$ cat src/hdl/bcfc_pkg.sv
// Shared types and constants of the byte capacity FIFO cache
package bcfc_pkg;
   localparam int ENTRIES = 16;
   localparam int SLOT_W = $clog2(ENTRIES);
   localparam logic [31:0] CAP_RESET = 32'd1048576;

   localparam logic [2:0] OP_LOOKUP = 3'd0;
   localparam logic [2:0] OP_INSERT = 3'd1;
   localparam logic [2:0] OP_REMOVE = 3'd2;
   localparam logic [2:0] OP_REDUCE = 3'd3;
   localparam logic [2:0] OP_EXPAND = 3'd4;

   localparam logic [1:0] ST_OK = 2'd0;
   localparam logic [1:0] ST_TOO_LARGE = 2'd1;
   localparam logic [1:0] ST_DUPLICATE = 2'd2;

   localparam logic KIND_DONE = 1'b0;
   localparam logic KIND_EVICT = 1'b1;

   typedef enum logic [2:0] {
      S_IDLE,
      S_SEARCH,
      S_DECIDE,
      S_EVICT,
      S_INSERT,
      S_DONE,
      S_WAIT
   } state_type;

   // controller to datapath
   typedef struct packed {
      logic latch_req;
      logic search;
      logic evict;
      logic insert;
      logic remove_hit;
      logic reduce_cap;
      logic expand_cap;
      logic load_done;
      logic load_evict;
   } cmd_type;

   // datapath to controller
   typedef struct packed {
      logic [2:0] op;
      logic found;
      logic too_large;
      logic any_valid;
      logic need_evict_insert;
      logic need_evict_reduce;
   } stat_type;
endpackage

$ cat src/hdl/bcfc_ctrl.sv
// Controller state machine of the byte capacity FIFO cache
module bcfc_ctrl (
   input  logic              clock,
   input  logic              reset,
   input  logic              req_tvalid,
   output logic              req_tready,
   input  logic              out_busy,
   input  bcfc_pkg::stat_type stat,
   output bcfc_pkg::cmd_type cmd
);
   import bcfc_pkg::*;

   state_type state_ff, state_in;

   always_ff @(posedge clock) begin
      if (reset) state_ff <= S_IDLE;
      else state_ff <= state_in;
   end

   always_comb begin
      state_in = state_ff;
      cmd = '0;
      req_tready = 1'b0;
      case (state_ff)
         S_IDLE: begin
            req_tready = 1'b1;
            if (req_tvalid) begin
               cmd.latch_req = 1'b1;
               state_in = S_SEARCH;
            end
         end
         // compare key against all slots, register match
         S_SEARCH: begin
            cmd.search = 1'b1;
            state_in = S_DECIDE;
         end
         S_DECIDE: begin
            case (stat.op)
               OP_INSERT: begin
                  if (stat.found || stat.too_large) state_in = S_DONE;
                  else if (stat.any_valid && stat.need_evict_insert) state_in = S_EVICT;
                  else state_in = S_INSERT;
               end
               OP_REMOVE: begin
                  cmd.remove_hit = stat.found;
                  state_in = S_DONE;
               end
               OP_REDUCE: begin
                  cmd.reduce_cap = 1'b1;
                  state_in = S_WAIT;
               end
               OP_EXPAND: begin
                  cmd.expand_cap = 1'b1;
                  state_in = S_DONE;
               end
               default: state_in = S_DONE;
            endcase
         end
         // reduce: recheck occupancy against new capacity
         S_WAIT: begin
            if (stat.any_valid && stat.need_evict_reduce) state_in = S_EVICT;
            else state_in = S_DONE;
         end
         // issue an eviction beat once the output is free, then recheck in decide or wait
         S_EVICT: begin
            if (!out_busy) begin
               cmd.evict = 1'b1;
               cmd.load_evict = 1'b1;
               state_in = (stat.op == OP_INSERT) ? S_DECIDE : S_WAIT;
            end
         end
         S_INSERT: begin
            cmd.insert = 1'b1;
            state_in = S_DONE;
         end
         S_DONE: begin
            if (!out_busy) begin
               cmd.load_done = 1'b1;
               state_in = S_IDLE;
            end
         end
         default: state_in = S_IDLE;
      endcase
   end
endmodule

$ cat src/hdl/bcfc_dp.sv
// Datapath of the byte capacity FIFO cache: slots, list links, counters, output register
module bcfc_dp (
   input  logic              clock,
   input  logic              reset,
   input  logic              csr_valid,
   input  logic [31:0]       csr_data,
   input  logic [2:0]        req_opcode,
   input  logic [31:0]       req_key,
   input  logic [23:0]       req_amount,
   input  bcfc_pkg::cmd_type cmd,
   output bcfc_pkg::stat_type stat,
   output logic              out_busy,
   output logic              rsp_tvalid,
   input  logic              rsp_tready,
   output logic [71:0]       rsp_tdata,
   output logic              rsp_tlast,
   output logic              rsp_tuser
);
   import bcfc_pkg::*;

   logic [31:0] key_mem [ENTRIES];
   logic [23:0] size_mem [ENTRIES];
   logic [SLOT_W-1:0] older_mem [ENTRIES];
   logic [SLOT_W-1:0] newer_mem [ENTRIES];
   logic [ENTRIES-1:0] valid_ff;
   logic [SLOT_W-1:0] newest_ff, oldest_ff;
   logic [31:0] used_ff, cap_ff;

   logic [2:0] op_ff;
   logic [31:0] key_ff;
   logic [23:0] amt_ff;
   logic found_ff;
   logic [SLOT_W-1:0] match_ff;

   logic rv_ff;
   logic [71:0] rd_ff;
   logic rlast_ff, ruser_ff;

   // combinational key match, free slot
   logic [ENTRIES-1:0] match_vec;
   logic [SLOT_W-1:0] match_idx, free_idx;
   logic free_any;
   always_comb begin
      match_idx = '0;
      free_idx = '0;
      free_any = 1'b0;
      for (int i = 0; i < ENTRIES; i++)
         match_vec[i] = valid_ff[i] && (key_mem[i] == key_ff);
      for (int i = ENTRIES - 1; i >= 0; i--) begin
         if (match_vec[i]) match_idx = SLOT_W'(i);
         if (!valid_ff[i]) begin
            free_idx = SLOT_W'(i);
            free_any = 1'b1;
         end
      end
   end

   // unlink target: oldest on evict, match on remove
   logic do_unlink;
   logic [SLOT_W-1:0] ul;
   assign do_unlink = cmd.evict || cmd.remove_hit;
   assign ul = cmd.evict ? oldest_ff : match_ff;

   logic [32:0] cap_room;
   assign cap_room = {1'b0, cap_ff} - {9'd0, amt_ff};
   logic [32:0] cap_sum;
   assign cap_sum = {1'b0, cap_ff} + {9'd0, amt_ff};

   assign stat.op = op_ff;
   assign stat.found = found_ff;
   assign stat.too_large = {8'd0, amt_ff} > cap_ff;
   assign stat.any_valid = |valid_ff;
   assign stat.need_evict_insert = (used_ff > cap_room[31:0]) || !free_any;
   assign stat.need_evict_reduce = used_ff > cap_ff;

   logic [31:0] used_after;
   assign used_after = do_unlink ? used_ff - {8'd0, size_mem[ul]} : used_ff;

   // completion status and hit
   logic [1:0] done_st;
   logic done_hit;
   always_comb begin
      done_st = ST_OK;
      if (op_ff == OP_INSERT) begin
         if (found_ff) done_st = ST_DUPLICATE;
         else if ({8'd0, amt_ff} > cap_ff) done_st = ST_TOO_LARGE;
      end
   end
   assign done_hit = found_ff && (op_ff == OP_LOOKUP || op_ff == OP_REMOVE);

   always_ff @(posedge clock) begin
      if (cmd.latch_req) begin
         op_ff <= req_opcode;
         key_ff <= req_key;
         amt_ff <= req_amount;
      end
      if (cmd.search) begin
         found_ff <= |match_vec;
         match_ff <= match_idx;
      end
      if (cmd.load_evict) rd_ff <= {5'd0, used_after, ST_OK, 1'b0, key_mem[oldest_ff]};
      if (cmd.load_done) rd_ff <= {5'd0, used_ff, done_st, done_hit, key_ff};
      if (cmd.insert) begin
         key_mem[free_idx] <= key_ff;
         size_mem[free_idx] <= amt_ff;
         newer_mem[free_idx] <= free_idx;
         if (valid_ff == '0) older_mem[free_idx] <= free_idx;
         else begin
            older_mem[free_idx] <= newest_ff;
            newer_mem[newest_ff] <= free_idx;
         end
      end
      if (do_unlink && !(oldest_ff == ul && newest_ff == ul)) begin
         if (oldest_ff != ul) newer_mem[older_mem[ul]] <= newer_mem[ul];
         if (newest_ff != ul) older_mem[newer_mem[ul]] <= older_mem[ul];
      end
      if (reset) begin
         valid_ff <= '0;
         newest_ff <= '0;
         oldest_ff <= '0;
         used_ff <= '0;
         cap_ff <= CAP_RESET;
         rv_ff <= 1'b0;
      end else if (csr_valid) begin
         valid_ff <= '0;
         newest_ff <= '0;
         oldest_ff <= '0;
         used_ff <= '0;
         cap_ff <= csr_data;
      end else begin
         // beat loads, or holds until taken
         rv_ff <= cmd.load_evict || cmd.load_done || (rv_ff && !rsp_tready);
         if (cmd.reduce_cap) cap_ff <= cap_room[32] ? 32'd0 : cap_room[31:0];
         if (cmd.expand_cap) cap_ff <= cap_sum[32] ? 32'hFFFF_FFFF : cap_sum[31:0];
         if (do_unlink) begin
            valid_ff[ul] <= 1'b0;
            used_ff <= used_after;
            if (oldest_ff == ul && newest_ff == ul) begin
               oldest_ff <= '0;
               newest_ff <= '0;
            end else begin
               if (oldest_ff == ul) oldest_ff <= newer_mem[ul];
               if (newest_ff == ul) newest_ff <= older_mem[ul];
            end
         end
         if (cmd.insert) begin
            valid_ff[free_idx] <= 1'b1;
            newest_ff <= free_idx;
            if (valid_ff == '0) oldest_ff <= free_idx;
            used_ff <= used_ff + {8'd0, amt_ff};
         end
      end
      if (cmd.load_done) rlast_ff <= 1'b1;
      if (cmd.load_evict) rlast_ff <= 1'b0;
      if (cmd.load_done) ruser_ff <= KIND_DONE;
      if (cmd.load_evict) ruser_ff <= KIND_EVICT;
   end

   assign out_busy = rv_ff && !rsp_tready;
   assign rsp_tvalid = rv_ff;
   assign rsp_tdata = rd_ff;
   assign rsp_tlast = rlast_ff;
   assign rsp_tuser = ruser_ff;
endmodule

$ cat src/hdl/byte_capacity_fifo_cache.sv
// Top level of the byte capacity FIFO cache directory
// Keeps up to 16 keyed entries of variable byte size in insertion order and
// evicts oldest-first against a byte capacity. One request at a time: a
// lookup, remove, expand or unknown opcode gives only its done beat, an
// insert or a reduce may first give up to 16 eviction beats (one slot at a
// time, walking the linked list), and the receiver may stall any beat. Each
// result beat waits in one output register; csr write reloads the capacity
// and empties the directory.
module byte_capacity_fifo_cache (
   input  logic        clock,
   input  logic        reset,
   input  logic        csr_valid,
   output logic        csr_ready,
   input  logic [31:0] csr_data,
   input  logic        req_tvalid,
   output logic        req_tready,
   input  logic [63:0] req_tdata,   // opcode[2:0], entry_key[34:3], amount[58:35]
   output logic        rsp_tvalid,
   input  logic        rsp_tready,
   output logic [71:0] rsp_tdata,   // result_key[31:0], hit[32], status[34:33], occupancy[66:35]
   output logic        rsp_tlast,
   output logic        rsp_tuser    // result_kind
);
   import bcfc_pkg::*;

   cmd_type cmd;
   stat_type stat;
   logic out_busy;

   assign csr_ready = 1'b1;

   bcfc_ctrl u_ctrl (
      .clock(clock), .reset(reset), .req_tvalid(req_tvalid),
      .req_tready(req_tready), .out_busy(out_busy), .stat(stat), .cmd(cmd)
   );

   bcfc_dp u_dp (
      .clock(clock), .reset(reset), .csr_valid(csr_valid), .csr_data(csr_data),
      .req_opcode(req_tdata[2:0]), .req_key(req_tdata[34:3]),
      .req_amount(req_tdata[58:35]), .cmd(cmd), .stat(stat),
      .out_busy(out_busy), .rsp_tvalid(rsp_tvalid), .rsp_tready(rsp_tready),
      .rsp_tdata(rsp_tdata), .rsp_tlast(rsp_tlast), .rsp_tuser(rsp_tuser)
   );
endmodule

$ cat config.mk
export PLATFORM = sky130hd
export DESIGN_NAME = byte_capacity_fifo_cache
export DESIGN_NICKNAME = d
export VERILOG_FILES = /design/src/hdl/bcfc_pkg.sv /design/src/hdl/bcfc_ctrl.sv /design/src/hdl/bcfc_dp.sv /design/src/hdl/byte_capacity_fifo_cache.sv
export SDC_FILE = /design/constraint.sdc
export NUM_CORES = 2
export LEC_CHECK = 0
export ABC_AREA = 1
export BUFFER_PORTS_ARGS = -buffer_cell sky130_fd_sc_hd__buf_4
export CORE_MARGIN = 10
export CORE_UTILIZATION = 60
export CTS_CLUSTER_DIAMETER = 60
export CTS_CLUSTER_SIZE = 20
export DETAILED_ROUTE_END_ITERATION = 10
export PLACE_DENSITY = 0.77
export SETUP_SLACK_MARGIN = 0.15
export SKIP_LAST_GASP = 1
export SLEW_MARGIN = 20
export SYNTH_ARGS = -nofsm -noshare
export SYNTH_HDL_FRONTEND = slang
export SYNTH_SLANG_ARGS = --single-unit
$ cat constraint.sdc
create_clock -name clock -period 12.6 [get_ports clock]
set_input_delay 1.26 -clock clock [delete_from_list [all_inputs] [get_ports clock]]
set_output_delay 1.26 -clock clock [all_outputs]
set_load 0.05 [all_outputs]
==> impl_metrics.tcl <==
set metrics [dict create \
    synth_cell_types 68 \
    hpwl_um 155000 \
    clockBufferDepth 3 \
    final.min_clock_period_ps 6960 \
    antenna_found_initial 2 \
    max_cap_viol_count 0 \
    wl_per_cell_um 29.5 \
    hold_violations 0 \
    status "finished, final reports clean" \
    yosysTopAreaCell "edfxtp_1" \
    cts_setup_buffers 0 \
    final_cells 7774 \
    viasPerCell 6.71 \
    dieArea_sq_um 119000 \
    switching_share 0.308 \
    internal_power_w 0.00683 \
    rsz0062_at_grt "false" \
    seqPwrFrac 0.476 \
    drtIter0Drc 8120 \
    worstPathRequired_ps 13240 \
    clk_pin_slew_ps 80 \
    grt_pass1_vias 49000 \
    grt_max_degree 183 \
    setup_ws_ps 5640 \
    port_buffers 166 \
    p_leak_nw 25.8 \
    syn_area_sq_um 63100 \
    cts-root-buf "clkbuf_16" \
    crit_path_end_kind "flip-flop" \
    period_share 0.553 \
    tns_ps 0 \
    drc_errors 0 \
    p_switching_w 0.00305 \
    pwr-share-comb 0.177 \
    clock_latency_ps 760 \
    detail_route.first_pass.iterations 6 \
    holdCritPathClass "reg2reg" \
    die_y_um 344 \
    avgSynthCellArea_sq_um 10.1 \
    async_flop_share 0 \
    ant_nets 0 \
    clock-sinks 1249 \
    arrival_ps 7600 \
    ioPinCount 178 \
    cts_tree "yes" \
    h-tree-depth 3 \
    reg2reg_slack_ps 5640 \
    globalplace.congestion 1.01 \
    synth_cells 6251 \
    synth-seq-area-share 0.579 \
    synth_ff_type "edfxtp_1" \
    layout_common_cells "1155 x edfxtp_1, 908 x nand2_1, 630 x o21ai_0" \
    finClkSkew_ps 82.0 \
    peakVddDrop_mv 0.163 \
    netlist.area_leader.share 0.549 \
    hold_buffers 0 \
    synth-edff-count 1155 \
    relSlewSlack 0.127 \
    final_util 0.668 \
    setup_viol 0 \
    cp_max_fo 126 \
    dp_cells 7586 \
    diodes 0 \
    final_common_cell "edfxtp_1" \
    worst_slew_pin_slew_ps 1310 \
    die_w_um 344 \
    wl_um 230000 \
    pwr-share-clk 0.347 \
    power.density_nw_per_um2 142 \
    track_usage 0.376 \
    finalNetCount 6574 \
    drive_gt1_frac 0.0912 \
    initial_core_util 0.607 \
    ys_ff_latch 1249 \
    cts_resized 0 \
    fmax_mhz 144 \
    grt-ovfl-total 0 \
    synth.area.top_cells "edfxtp_1 55%, nand2_1 5.4%, o21ai_0 5.0%, a21oi_1 3.6%, inv_1 3.2%" \
    post-place-ws_ps 5090 \
    dr_total_vias 52100 \
    cp-start-kind "flip-flop" \
    slew_violations 0 \
    core_sq_um 104000 \
    cts-buffers-inserted 101 \
    area_delta_synth_final_pct 10.0 \
    crit_type "reg2reg" \
    yosysWarnings 0 \
    grt_pass1_wl_um 327000 \
    num_rows 118 \
]
[power groups by stage]
| stage | registers (W) | logic, W | clock network (W) |
|---|---|---|---|
| 6_report | 0.00470 | 0.00175 | 0.00343 |
| 2_1_floorplan | 0.00484 | 0.00101 | 0 |
| 4_1_cts | 0.00470 | 0.00169 | 0.00343 |
| 3_5_place_dp | 0.00479 | 0.00169 | 0 |
| 5_1_grt | 0.00471 | 0.00186 | 0.00359 |
| 3_3_place_gp | 0.00479 | 0.00167 | 0 |
[worst max-delay path, stage by stage (launching register included)]
cell and delay [ps]:
dfxtp_4 530, inv_8 550, nand2_1 190, nand2_4 200, inv_4 90, nor2_4 730, buf_4 600, buf_4 650
a22oi_1 140, a21oi_1 240, nor4_1 160, ha_1 380, nand2_1 60, inv_1 50, a21oi_1 80, o21ai_0 420
a21oi_1 270, o21ai_0 520, nand2_1 120, nand2_1 170, xor2_1 150, nand2_1 60, o21ai_0 120, nand2_1 70
a21oi_1 130
[metrics by stage]
stage	area, sq um	hold WS [ps]	total power [W]
floorplan	63100	467	0.00585
global placement	65900	459	0.00646
detailed placement	65900	469	0.00648
CTS	69400	482	0.00982
global route	69400	491	0.0101
finish	69400	480	0.00988
[kinds of logic after synthesis]
family | count (synthesis) | share of synthesized area
flops | 1249 | 0.579
compound gates | 1810 | 0.171
xor+xnor | 238 | 0.0330
buf+inv | 899 | 0.0555
fa+ha+maj | 164 | 0.0330
other cells | 2 | 0.000119
simple gates | 1889 | 0.128
[cell type report]
type / instances / area (sq um)
Inverter: 561 / 2130
Timing Repair Buffer: 289 / 2220
Tap cell: 1380 / 1730
Sequential cell: 1249 / 36600
Clock inverter: 71 / 946
Multi-Input combinational cell: 4107 / 23200
Clock buffer: 117 / 2640
Fill cell: 8094 / 34500
[worst paths after layout]
path | endpoint | startpoint | cells past startpoint
worst max-delay path | u_dp.used_ff[28] | u_dp.oldest_ff[0] | 24
worst min-delay path | u_dp.rsp_tuser | u_dp.rsp_tuser | 2
worst max register to register | u_dp.used_ff[28] | u_dp.oldest_ff[0] | 24
worst min register to register | u_dp.rsp_tuser | u_dp.rsp_tuser | 2
[per-layer routing]
layer / vias to the layer above / GRT usage / wire length (um)
li1: 22600 / - / -
met1: 24800 / 0.494 / 84300
met2: 3923 / 0.573 / 102000
met3: 763 / 0.0710 / 26700
met4: 4 / 0.239 / 16600
met5: - / 0 / 20
[Yosys cell counts, types with 5 or more instances]
master and count:
a211oi_1 22, a21boi_0 6, a21o_1 13, a21oi_1 454, a221oi_1 27, a22o_1 22
a22oi_1 266, a31oi_1 68, and2_1 7, buf_1 37, buf_2 41, buf_4 7
buf_6 6, clkbuf_1 247, clkinv_1 7, dfxtp_1 94, edfxtp_1 1155, ha_1 160
inv_1 536, inv_2 15, nand2_1 909, nand3_1 198, nand3b_1 10, nand4_1 58
nor2_1 498, nor2_2 5, nor2_4 5, nor3_1 59, nor4_1 72, o2111ai_1 14
o211ai_1 64, o21a_1 9, o21ai_0 632, o21ai_1 12, o21bai_1 11, o221ai_1 39
o22ai_1 129, o31ai_1 5, or2_2 36, or4_1 5, xnor2_1 132, xor2_1 106
[sequential cells by signal (all words and copies together), names as in the netlist, 4 cells and up]
signal and cells:
u_dp.amt_ff 24, u_dp.rsp_tdata 67, u_dp.newer_mem 64, u_dp.older_mem 64
u_dp.used_ff 32, u_dp.cap_ff 32, u_dp.newest_ff 4, u_dp.key_ff 32
u_dp.match_ff 4, u_dp.valid_ff 16, u_dp.key_mem 512, u_dp.size_mem 384
u_dp.oldest_ff 4
Note: power is estimated with default switching activity, not from simulation.
